### src/rtl/core/mbbp_pkg.sv
// shared types and constants for the monochrome bitmap byte packer
// no dependencies

package mbbp_pkg;

    // default geometry limits, handed down from the top level
    localparam int DEF_MAX_WIDTH  = 1024;
    localparam int DEF_MAX_HEIGHT = 1024;

    // geometry arithmetic width, enough for limits up to 4096 plus one
    localparam int GEO_W   = 13;
    // column index width carried through the queue, enough for 4096 columns
    localparam int COL_BITS = 12;

    // configuration port
    localparam int CFG_IDX_W  = 2;
    localparam int CFG_DATA_W = 11;
    localparam logic [CFG_IDX_W-1:0] REG_DIRECTION = 2'd0;
    localparam logic [CFG_IDX_W-1:0] REG_WIDTH     = 2'd1;
    localparam logic [CFG_IDX_W-1:0] REG_HEIGHT    = 2'd2;

    localparam logic [CFG_DATA_W-1:0] RST_WIDTH  = 11'd128;
    localparam logic [CFG_DATA_W-1:0] RST_HEIGHT = 11'd64;

    // floor(sum/3) > 127 is the same as sum >= 3*128
    localparam logic [9:0] ON_SUM = 10'(3 * 128);

    // minimum active geometry
    localparam logic [GEO_W-1:0] MIN_WIDTH  = GEO_W'(2);
    localparam logic [GEO_W-1:0] MIN_HEIGHT = GEO_W'(8);

    localparam int QUEUE_DEPTH = 2;

    typedef enum logic [1:0] {
        OP_HORZ,
        OP_VERT_ACC,
        OP_VERT_EMIT
    } t_op;

    typedef struct packed {
        t_op                 op;
        logic [7:0]          data;  // finished byte, or pixel bit in bit 0
        logic [2:0]          sub;   // row within the band
        logic [COL_BITS-1:0] col;
    } t_item;

    typedef struct packed {
        logic clr_busy;
    } t_back_status;

endpackage

### src/rtl/core/mbbp_queue.sv
// short fifo of classified items between front and back
// depends on mbbp_pkg

module mbbp_queue
    import mbbp_pkg::*;
(
    input  logic  i_clk,
    input  logic  i_rst_n,
    input  logic  i_push,
    input  t_item i_item,
    input  logic  i_pop,
    output logic  o_full,
    output logic  o_valid,
    output t_item o_item
);

    localparam int PW = $clog2(QUEUE_DEPTH);

    t_item                r_mem [QUEUE_DEPTH];
    logic [PW-1:0]        r_wr_ptr;
    logic [PW-1:0]        r_rd_ptr;
    logic [PW:0]          r_count;
    logic                 do_push, do_pop;

    assign o_full  = (r_count == (PW+1)'(QUEUE_DEPTH));
    assign o_valid = (r_count != '0);
    assign o_item  = r_mem[r_rd_ptr];
    assign do_push = i_push && !o_full;
    assign do_pop  = i_pop && o_valid;

    always_ff @(posedge i_clk) begin
        if (do_push) begin
            r_mem[r_wr_ptr] <= i_item;
        end
    end

    always_ff @(posedge i_clk) begin
        if (!i_rst_n) begin
            r_wr_ptr <= '0;
            r_rd_ptr <= '0;
            r_count  <= '0;
        end else begin
            if (do_push) begin
                r_wr_ptr <= (r_wr_ptr == PW'(QUEUE_DEPTH-1)) ? '0 : r_wr_ptr + PW'(1);
            end
            if (do_pop) begin
                r_rd_ptr <= (r_rd_ptr == PW'(QUEUE_DEPTH-1)) ? '0 : r_rd_ptr + PW'(1);
            end
            r_count <= r_count + (PW+1)'(do_push) - (PW+1)'(do_pop);
        end
    end

endmodule

### config.mk
export PLATFORM = sky130hd
export DESIGN_NAME = mbbp_queue
export DESIGN_NICKNAME = d
export VERILOG_FILES = /design/src/rtl/core/mbbp_pkg.sv /design/src/rtl/core/mbbp_queue.sv
export SDC_FILE = /design/constraint.sdc
export NUM_CORES = 1
export LEC_CHECK = 0
export BUFFER_PORTS_ARGS = -buffer_cell sky130_fd_sc_hd__buf_4
export CAP_MARGIN = 20
export CORE_MARGIN = 8
export CORE_UTILIZATION = 40
export CTS_CLUSTER_SIZE = 8
export DETAILED_ROUTE_END_ITERATION = 12
export PLACE_DENSITY = 0.67
export SLEW_MARGIN = 20
export SYNTH_ARGS = -nofsm -noshare
export SYNTH_HDL_FRONTEND = slang
export SYNTH_SLANG_ARGS = --single-unit
### constraint.sdc
create_clock -name i_clk -period 1.96 [get_ports i_clk]
set_input_delay 0.294 -clock i_clk [delete_from_list [all_inputs] [get_ports i_clk]]
set_output_delay 0.294 -clock i_clk [all_outputs]
set_load 0.01 [all_outputs]
==> run_results.csv, run 1 <==
group,metric,value,unit
logic_synthesis,synthAdderAreaFrac,1.166,%
power,leakagePower,1.086,nW
global_route,grt_max_degree,26,
clock_tree,cts_setup_buffers,0,
clock_tree,cts-root-buf,"clkbuf_8",
finish,finish.net_count,199,
power,cellPowerDensity,1228,nW/µm²
clock_tree,clk_latency,290,ps
critical_path,slowest_stage,"dfxtp_1",
finish,layout.cells.non_filler,238,
placed_design,io_buffers,55,
clock_tree,cts_tree,"done",
logic_synthesis,synth_area_leader_cell,"edfxtp_1",
critical_path,required,2180,ps
detailed_routing,dr.pass1.iters,4,
floorplan,rows,26,
logic_synthesis,syn_area,2146,µm²
logic_synthesis,muxShareOfSynthArea,17.08,%
floorplan,die_area,7964,µm²
power,swShare,27.31,%
finish,drive_gt1_share,55.36,%
power,seqPwrFrac,47.7,%
clock_tree,cts_buffers,5,
global_route,gr-usage-all-layers,9.450,%
placed_design,dp_cells,231,
critical_path,crit_top_cell,"ha_1",
floorplan,core_area,5140,µm²
logic_synthesis,seq_area_frac_synth,74.64,%
detailed_routing,wirelength,3.686,mm
power,power.internal,2.417,mW
status,status,"completed",
sta,rsz0062_at_grt,"no",
power,power,3.324,mW
logic_synthesis,synth_simple_gate_area_share,3.032,%
power,combPwrFrac,35.5,%
critical_path,crit_arrival,1960,ps
critical_path,path_class,"reg -> reg",
sta,max_freq,572.5,MHz
detailed_routing,wl_per_cell,15.49,µm
sta,whs,177.3,ps
finish,fill_cells,434,
global_route,grt_antenna_before_repair,0,
logic_synthesis,ys_ff_latch,55,
power,p_sw,0.9078,mW
floorplan,ios,56,
sta,finalCriticalPeriod,1747,ps
floorplan,die_w,89.24,µm
sta,finClkSkew,4.340,ps
detailed_routing,detail-route-antenna-nets,0,
logic_synthesis,yosysTopAreaCellShare,69.97,%
logic_synthesis,syn_avg_cell_area,20.44,µm²
sta,max-slew-margin-rel,76.14,%
critical_path,end_kind,"flip-flop",
logic_synthesis,synth.area.top_cells,"edfxtp_1 (70%), mux2_4 (14%), dfxtp_1 (4.7%)",
power,ir_drop,425.5,µV
clock_tree,htree_levels,2,
logic_synthesis,ys_warn_count,0,
clock_tree,cts_sinks,55,
placed_design,postPlaceCellArea,2629,µm²
critical_path,critical_path.max_stage_delay,380,ps
placed_design,gp_congestion,0.6754,
logic_synthesis,yosys.area_share.xor_xnor,0.8163,%
logic_synthesis,synth_top_family_by_area,"multiplexers",
detailed_routing,num_vias,1067,
power,pwr-share-clk,16.8,%
clock_tree,cts_buffer_depth,2,
logic_synthesis,syn_inst,105,
placed_design,dp_hpwl,2.682,mm
sta,hold_viol_final,0,
critical_path,crit_fanout,4,
critical_path,worstPathCellList,"nand2b_1 > nand2_1 > ha_1 > inv_1 > ha_1 > xor2_1 > and2_1 > nor3_1",
sta,period_share,89.12,%
sta,tightest_slew,357.9,ps
flow_run,maxCapViolCount,0,
logic_synthesis,syn-num-nets,136,
detailed_routing,drtIter0Drc,71,
logic_synthesis,synth_compound_area_share,0.3499,%
global_route,grt_pass1_wl,5.526,mm
global_route,grt_pass1_vias,1182,
detailed_routing,drc_errors,0,
clock_tree,cts.clk_slew.worst_paths,90,ps
floorplan,die-height,89.24,µm
global_route,overflow,0,
detailed_routing,vias_per_cell,4.483,
floorplan,initial_core_util,41.75,%
finish,antenna_cells,0,
sta,setup_viol,0,
clock_tree,cts.repair.resized,0,
sta,finalSetupTns,0,ps
finish,area_delta_synth_final,26.12,%
clock_tree,hold_buffers,0,
min_path,hold_class,"in -> reg",
critical_path,start_kind,"flip-flop",
sta,drv_slew,0,
finish,postLayoutCellArea,2706,µm²
logic_synthesis,netlist-cell-type-count,19,
[state kept, by name (all words and copies together), names as in the netlist, named ones only]
signal    count
r_rd_ptr      1
r_count       2
r_wr_ptr      1
r_mem        50
[worst paths after layout]
check                              from                    end  slack (ps)  cells after the start
setup / recovery  r_count[0]$_SDFF_PN0_  r_count[1]$_SDFF_PN0_         210                      8
hold reg to reg   r_wr_ptr$_SDFFE_PN0P_  r_wr_ptr$_SDFFE_PN0P_         500                      2
setup reg to reg  r_count[0]$_SDFF_PN0_  r_count[1]$_SDFF_PN0_         210                      8
hold / removal                i_item[0]  r_mem[1][0]$_DFFE_PP_         180                      1
[per-layer routing]
metal  wire [µm]  GRT usage [%]
met5           0              0
met4          61          4.532
met1        1387          9.184
met3         301          3.125
met2        1936          17.51
[synthesized netlist by cell type]
cell type and n:
nand2_1 2, o21a_1 1, edfxtp_1 50, nor3_1 1, nor2_1 4, and3_1 1, inv_1 3, xor2_1 1
ha_1 2, nand2b_1 2, mux2_2 5, and2_1 2, buf_12 2, mux2_4 20, dfxtp_1 5, xnor2_1 1
buf_6 1, or2_2 1, mux2i_1 1
[kinds of logic (layout without fill, tap and decap cells)]
kind of cell,count (synthesis),in the layout
simple gates,13,13
buf+inv,6,69
xor+xnor,2,2
compound gates,1,1
fa+ha+maj,2,2
flops,55,55
mux,26,26
[cell usage in the layout (no fill, tap or decap)]
| cell type | count |
|---|---|
| mux2_4 | 20 |
| inv_1 | 3 |
| clkinv_2 | 1 |
| nand2b_1 | 2 |
| xnor2_1 | 1 |
| and2_1 | 2 |
| ha_1 | 2 |
| buf_4 | 59 |
| o21a_1 | 1 |
| mux2i_1 | 1 |
| nor3_1 | 1 |
| nor2_2 | 1 |
| mux2_2 | 5 |
| edfxtp_1 | 50 |
| nor2_1 | 3 |
| clkbuf_8 | 5 |
| and3_1 | 1 |
| xor2_1 | 1 |
| dfxtp_2 | 1 |
| or2_2 | 1 |
| dfxtp_1 | 4 |
| clkinv_1 | 1 |
| nand2_1 | 2 |
[stage by stage]
step | worst slack, ps | utilization [%]
floorplan | 312.8 | -
global route | 73.73 | 52.65
global placement | 410.6 | 51.14
finish | 213.3 | 52.65
CTS | 192.0 | 52.65
detailed placement | 221.8 | 51.14
[area by class of cell]
class                      instances  area [µm²]  area share, %
tap                               70       87.58          3.236
clock buffer                       5       68.82          2.543
timing repair buffer              59       442.9          16.37
inverter                           3       11.26         0.4161
clock inverter                     2       8.758         0.3236
sequential                        55        1603          59.22
multi-input combinational         44       484.2          17.89
[worst max-delay path: cells and delay by family (launching register included)]
family,cells,cell delay [ps]
adder cells (fa/ha/maj),2,500
flip-flops,1,380
buffers and inverters,1,50
AND/OR/NAND/NOR,4,590
XOR/XNOR,1,150
[power by group through the flow]
stage	clock (mW)	sequential, mW	combinational (mW)
finish	0.558	1.59	1.18
global route	0.620	1.60	1.28
CTS	0.580	1.59	1.22
detailed placement	0	1.61	1.22
global placement	0	1.60	1.19
floorplan	0	1.59	0.788
Note: power is estimated with default switching activity, not from simulation.
==> inputs of run 2 (changes only) <==
Settings changed: CAP_MARGIN 20 to default, PLACE_DENSITY 0.67 to 0.64.
Clock period 1.96 ns to 2 ns, I/O delays scaled along.
==> run 2 against run 1 <==
Die area is the same. Utilization increased by 1.0 points. Global-route usage up 0.91 points. Critical path depth fell by 5. Sequential share of layout area down 1.1 points. Cell count is 0.84% higher. Clock skew about the same. Setup slack worse by 62 ps. Sequential power hardly changed. Via count up 1.5%. Largest cell class unchanged. Largest power group unchanged.
==> run_results.csv, run 2 (synthesis gave the netlist of run 1 again) <==
group,metric,value,unit
critical_path,rr_endpoint,"r_count[1]$_SDFF_PN0_",
global_route,gr-usage-all-layers,10.36,%
detailed_routing,wirelength,3.806,mm
power,cellPowerDensity,1250,nW/µm²
finish,layout_commonest_cell,"buf_4",
min_path,hold-path-cell-count,1,
global_route,grt_pass1_vias,1217,
clock_tree,clk_latency,300,ps
finish,multi_input_area,484.2,µm²
global_route,grt_pass1_wl,6.003,mm
clock_tree,cts.clk_slew.worst_paths,90,ps
sta,setup_viol,0,
detailed_routing,dr.pass1.iters,4,
flow_run,maxCapViolCount,0,
sta,max_freq,540.9,MHz
sta,setup_slack,151.4,ps
global_route,grt_max_degree,19,
finish,finish.net_count,200,
placed_design,dp_hpwl,2.853,mm
clock_tree,cts_setup_buffers,0,
clock_tree,htree_levels,2,
critical_path,required,1700,ps
global_route,use_met2,17.37,%
finish,fill_cells,446,
finish,drive_gt1_share,55.88,%
sta,drv_slew,0,
sta,finClkSkew,4.246,ps
floorplan,initial_core_util,41.75,%
critical_path,path_class,"reg -> out",
critical_path,r2r_start,"r_count[0]$_SDFF_PN0_",
clock_tree,cts_buffer_depth,2,
global_route,grt_antenna_before_repair,0,
detailed_routing,drtIter0Drc,62,
sta,max-slew-margin-rel,80.32,%
finish,postLayoutCellArea,2759,µm²
critical_path,crit_fanout,18,
sta,tightest_slew,295.3,ps
floorplan,ios,56,
global_route,grt_use_met3,4.504,%
status,status,"completed",
finish,seq_area,1603,µm²
detailed_routing,vias_per_cell,4.513,
critical_path,rrSetupSlack,280,ps
finish,final_cell_mix,"buf_4 (59), edfxtp_1 (50), mux2_4 (20)",
detailed_routing,num_vias,1083,
placed_design,gp_congestion,0.6877,
sta,hold_viol_final,0,
critical_path,end_kind,"output pin",
placed_design,postPlaceCellArea,2649,µm²
sta,period_share,92.43,%
global_route,grt.met1_usage,10.92,%
finish,top_regs,"r_mem: 50 flops, r_count: 2 flops",
floorplan,rows,26,
placed_design,io_buffers,55,
min_path,hold_class,"in -> reg",
floorplan,die_w,89.24,µm
floorplan,die_area,7964,µm²
floorplan,die-height,89.24,µm
clock_tree,cts.repair.resized,0,
clock_tree,cts_buffers,5,
min_path,whs_endpoint,"r_mem[0][24]$_DFFE_PP_",
sta,finalCriticalPeriod,1849,ps
critical_path,start_kind,"flip-flop",
sta,rsz0062_at_grt,"no",
clock_tree,cts_sinks,55,
clock_tree,cts-root-buf,"clkbuf_8",
detailed_routing,detail-route-antenna-nets,0,
finish,largest_reg_flops,50,
finish,regMostFlops,"r_mem",
finish,fin_util,53.68,%
min_path,holdCritStartpoint,"i_item[24]",
floorplan,core_area,5140,µm²
detailed_routing,drc_errors,0,
critical_path,r2r_cells,8,
global_route,grt-busiest-layer,"met2",
power,leakagePower,1.104,nW
finish,antenna_cells,0,
detailed_routing,wl_per_cell,15.86,µm
sta,finalSetupTns,0,ps
finish,area_delta_synth_final,28.57,%
clock_tree,hold_buffers,0,
placed_design,place_ws,286.6,ps
critical_path,crit_arrival,1550,ps
clock_tree,cts_tree,"done",
global_route,overflow,0,
power,ir_drop,625.0,µV
==> run 2: cell types whose count changed in the layout (fill, tap and decap cells not counted), sizes merged <==
cell      change
buf           +1
bufinv        +1
clkbuf        +1
clkinv        -2
clkinvlp      +1
==> run 2: stage by stage <==
| step | hold slack, ps | total power [mW] | std cells |
|---|---|---|---|
| 2_1_floorplan | 398.9 | 2.332 | 105 |
| 3_3_place_gp | 473.8 | 2.756 | 232 |
| 3_5_place_dp | 488.3 | 2.799 | 232 |
| 4_1_cts | 162.6 | 3.508 | 240 |
| 5_1_grt | 155.3 | 3.642 | 240 |
| 6_report | 179.1 | 3.449 | 240 |
==> run 2: layer usage <==
metal,share of wire (%),wire length [µm]
met5,0,0
met4,1.5,57
met3,9.9,375
met2,49,1848
met1,40,1525
==> run 2: worst max-delay path by stage <==
stage,to,cells after the start
after floorplan,r_mem[0][0]$_DFFE_PP_,3
after global routing,o_item[15],3
after CTS,o_item[15],3
after detailed placement,r_count[1]$_SDFF_PN0_,8
final,o_item[15],3
after global placement,r_count[1]$_SDFF_PN0_,8
==> run 2: final cells by class <==
type / instances / share of cell area (%)
sequential: 55 / 58.10
multi-input combinational: 44 / 17.55
timing repair buffer: 60 / 16.78
tap: 70 / 3.175
clock buffer: 6 / 2.630
clock inverter: 2 / 1.361
inverter: 3 / 0.4082
==> run 2: critical path, stage by stage (launching register included) <==
cell     delay, ps
dfxtp_2        510
buf_12         230
mux2_2         360
buf_4          150
==> run 2: where the power goes <==
group          total, mW  switching, mW  leakage (nW)  internal (mW)
Sequential          1.59         0.0999         0.509           1.49
Combinational       1.16          0.490         0.544          0.668
Clock              0.705          0.332        0.0514          0.373
Total               3.45          0.921          1.10           2.53
==> inputs of run 3 (changes only) <==
Settings changed: CAP_MARGIN from default to 10, MAX_ROUTING_LAYER from default to met4.
==> run 3 against run 2 <==
Die area did not move. Non-clock buffer count did not move. Sequential share of layout area did not move. Cell count did not move. Critical path depth did not move. Utilization did not move. Critical endpoint unchanged. Clock skew rose by 0.90 ps. Count of clock-buffer cells in the layout did not move. Via count rose by 0.37%. Setup slack got worse by 1.4 ps.
==> run_results.csv, run 3 (synthesis gave the netlist of run 1 again) <==
group,metric,value,unit
clock_tree,cts_tree,"done",
clock_tree,cts_sinks,55,
placed_design,gp_congestion,0.6949,
finish,fill_cells,446,
sta,setup_viol,0,
critical_path,crit_arrival,1550,ps
critical_path,start_kind,"flip-flop",
detailed_routing,detail-route-antenna-nets,0,
sta,finalSetupTns,0,ps
clock_tree,cts_setup_buffers,0,
placed_design,postPlaceCellArea,2649,µm²
sta,whs,178.9,ps
placed_design,io_buffers,55,
critical_path,crit_fanout,18,
min_path,hold_class,"in -> reg",
finish,top_regs,"r_mem: 50 flops, r_count: 2 flops",
clock_tree,cts-root-buf,"clkbuf_8",
floorplan,initial_core_util,41.75,%
detailed_routing,wl_per_cell,15.82,µm
floorplan,rows,26,
sta,max-slew-margin-rel,80.32,%
global_route,overflow,0,
sta,period_share,92.50,%
finish,regMostFlops,"r_mem",
sta,rsz0062_at_grt,"no",
floorplan,die-height,89.24,µm
placed_design,dp_hpwl,2.853,mm
global_route,grt_pass1_vias,1216,
status,status,"completed",
floorplan,core_area,5140,µm²
detailed_routing,wirelength,3.796,mm
sta,finClkSkew,5.147,ps
power,leakagePower,1.104,nW
global_route,gr-usage-all-layers,10.66,%
floorplan,die_area,7964,µm²
flow_run,maxCapViolCount,0,
detailed_routing,drtIter0Drc,62,
sta,tightest_slew,295.3,ps
clock_tree,cts.clk_slew.worst_paths,90,ps
sta,drv_slew,0,
global_route,grt_antenna_before_repair,0,
finish,layout.cells.non_filler,240,
finish,finish.net_count,200,
sta,max_freq,540.5,MHz
floorplan,ios,56,
floorplan,die_w,89.24,µm
clock_tree,htree_levels,2,
global_route,grt_pass1_wl,5.996,mm
detailed_routing,drc_errors,0,
power,ir_drop,627.5,µV
sta,hold_viol_final,0,
clock_tree,clk_latency,300,ps
finish,area_delta_synth_final,28.57,%
finish,layout_commonest_cell,"buf_4",
detailed_routing,vias_per_cell,4.529,
finish,postLayoutCellArea,2759,µm²
detailed_routing,dr.pass1.iters,4,
global_route,grt_max_degree,19,
clock_tree,cts_buffers,5,
detailed_routing,num_vias,1087,
clock_tree,cts.repair.resized,0,
finish,drive_gt1_share,55.88,%
finish,largest_reg_flops,50,
critical_path,path_class,"reg -> out",
clock_tree,cts_buffer_depth,2,
critical_path,required,1700,ps
critical_path,end_kind,"output pin",
finish,fin_util,53.68,%
placed_design,dp_cells,232,
clock_tree,hold_buffers,0,
finish,antenna_cells,0,
finish,final_cell_mix,"buf_4 (59), edfxtp_1 (50), mux2_4 (20)",
power,cellPowerDensity,1251,nW/µm²
sta,finalCriticalPeriod,1850,ps
[run 3: cell counts in the layout (fill, tap and decap cells not counted)]
No cell type changed its count.
[run 3: worst paths after layout]
kind	cells after the start	to	from	slack, ps
setup reg to reg	8	r_count[1]$_SDFF_PN0_	r_count[0]$_SDFF_PN0_	280
hold reg to reg	2	r_rd_ptr$_SDFFE_PN0P_	r_rd_ptr$_SDFFE_PN0P_	530
setup / recovery	3	o_item[15]	flip-flop	150
hold / removal	1	r_mem[0][24]$_DFFE_PP_	i_item[24]	180
[run 3: final cells by class]
class	instances	area, µm²	area share (%)
sequential	55	1603	58.10
timing repair buffer	60	462.9	16.78
tap	70	87.58	3.175
clock buffer	6	72.57	2.630
inverter	3	11.26	0.4082
clock inverter	2	37.54	1.361
multi-input combinational	44	484.2	17.55
[run 3: metal layers]
| layer | GRT usage [%] | vias up | wire length [µm] | share of wire (%) |
|---|---|---|---|---|
| met5 | - | - | 0 | 0 |
| met4 | 4.985 | 0 | 58 | 1.5 |
| met3 | 3.952 | 6 | 327 | 8.6 |
| met2 | 17.37 | 42 | 1859 | 49 |
| met1 | 11.26 | 522 | 1550 | 41 |
| li1 | - | 517 | - | - |
[run 3: per-stage QoR]
step,power [mW],worst slack [ps]
floorplan,2.332,352.8
global placement,2.756,461.4
detailed placement,2.799,286.6
CTS,3.508,119.7
global route,3.641,88.48
finish,3.452,149.9
[run 3: report_power, final]
group	switching, mW	total [mW]	leakage, nW	internal, mW
combinational	0.491	1.16	0.544	0.668
clock	0.334	0.707	0.0514	0.373
sequential	0.100	1.59	0.509	1.49
total	0.925	3.45	1.10	2.53
[run 3: worst max-delay path, cell delays in order, from the launching register on]
cell	delay [ps]
dfxtp_2	510
buf_12	230
mux2_2	360
buf_4	150
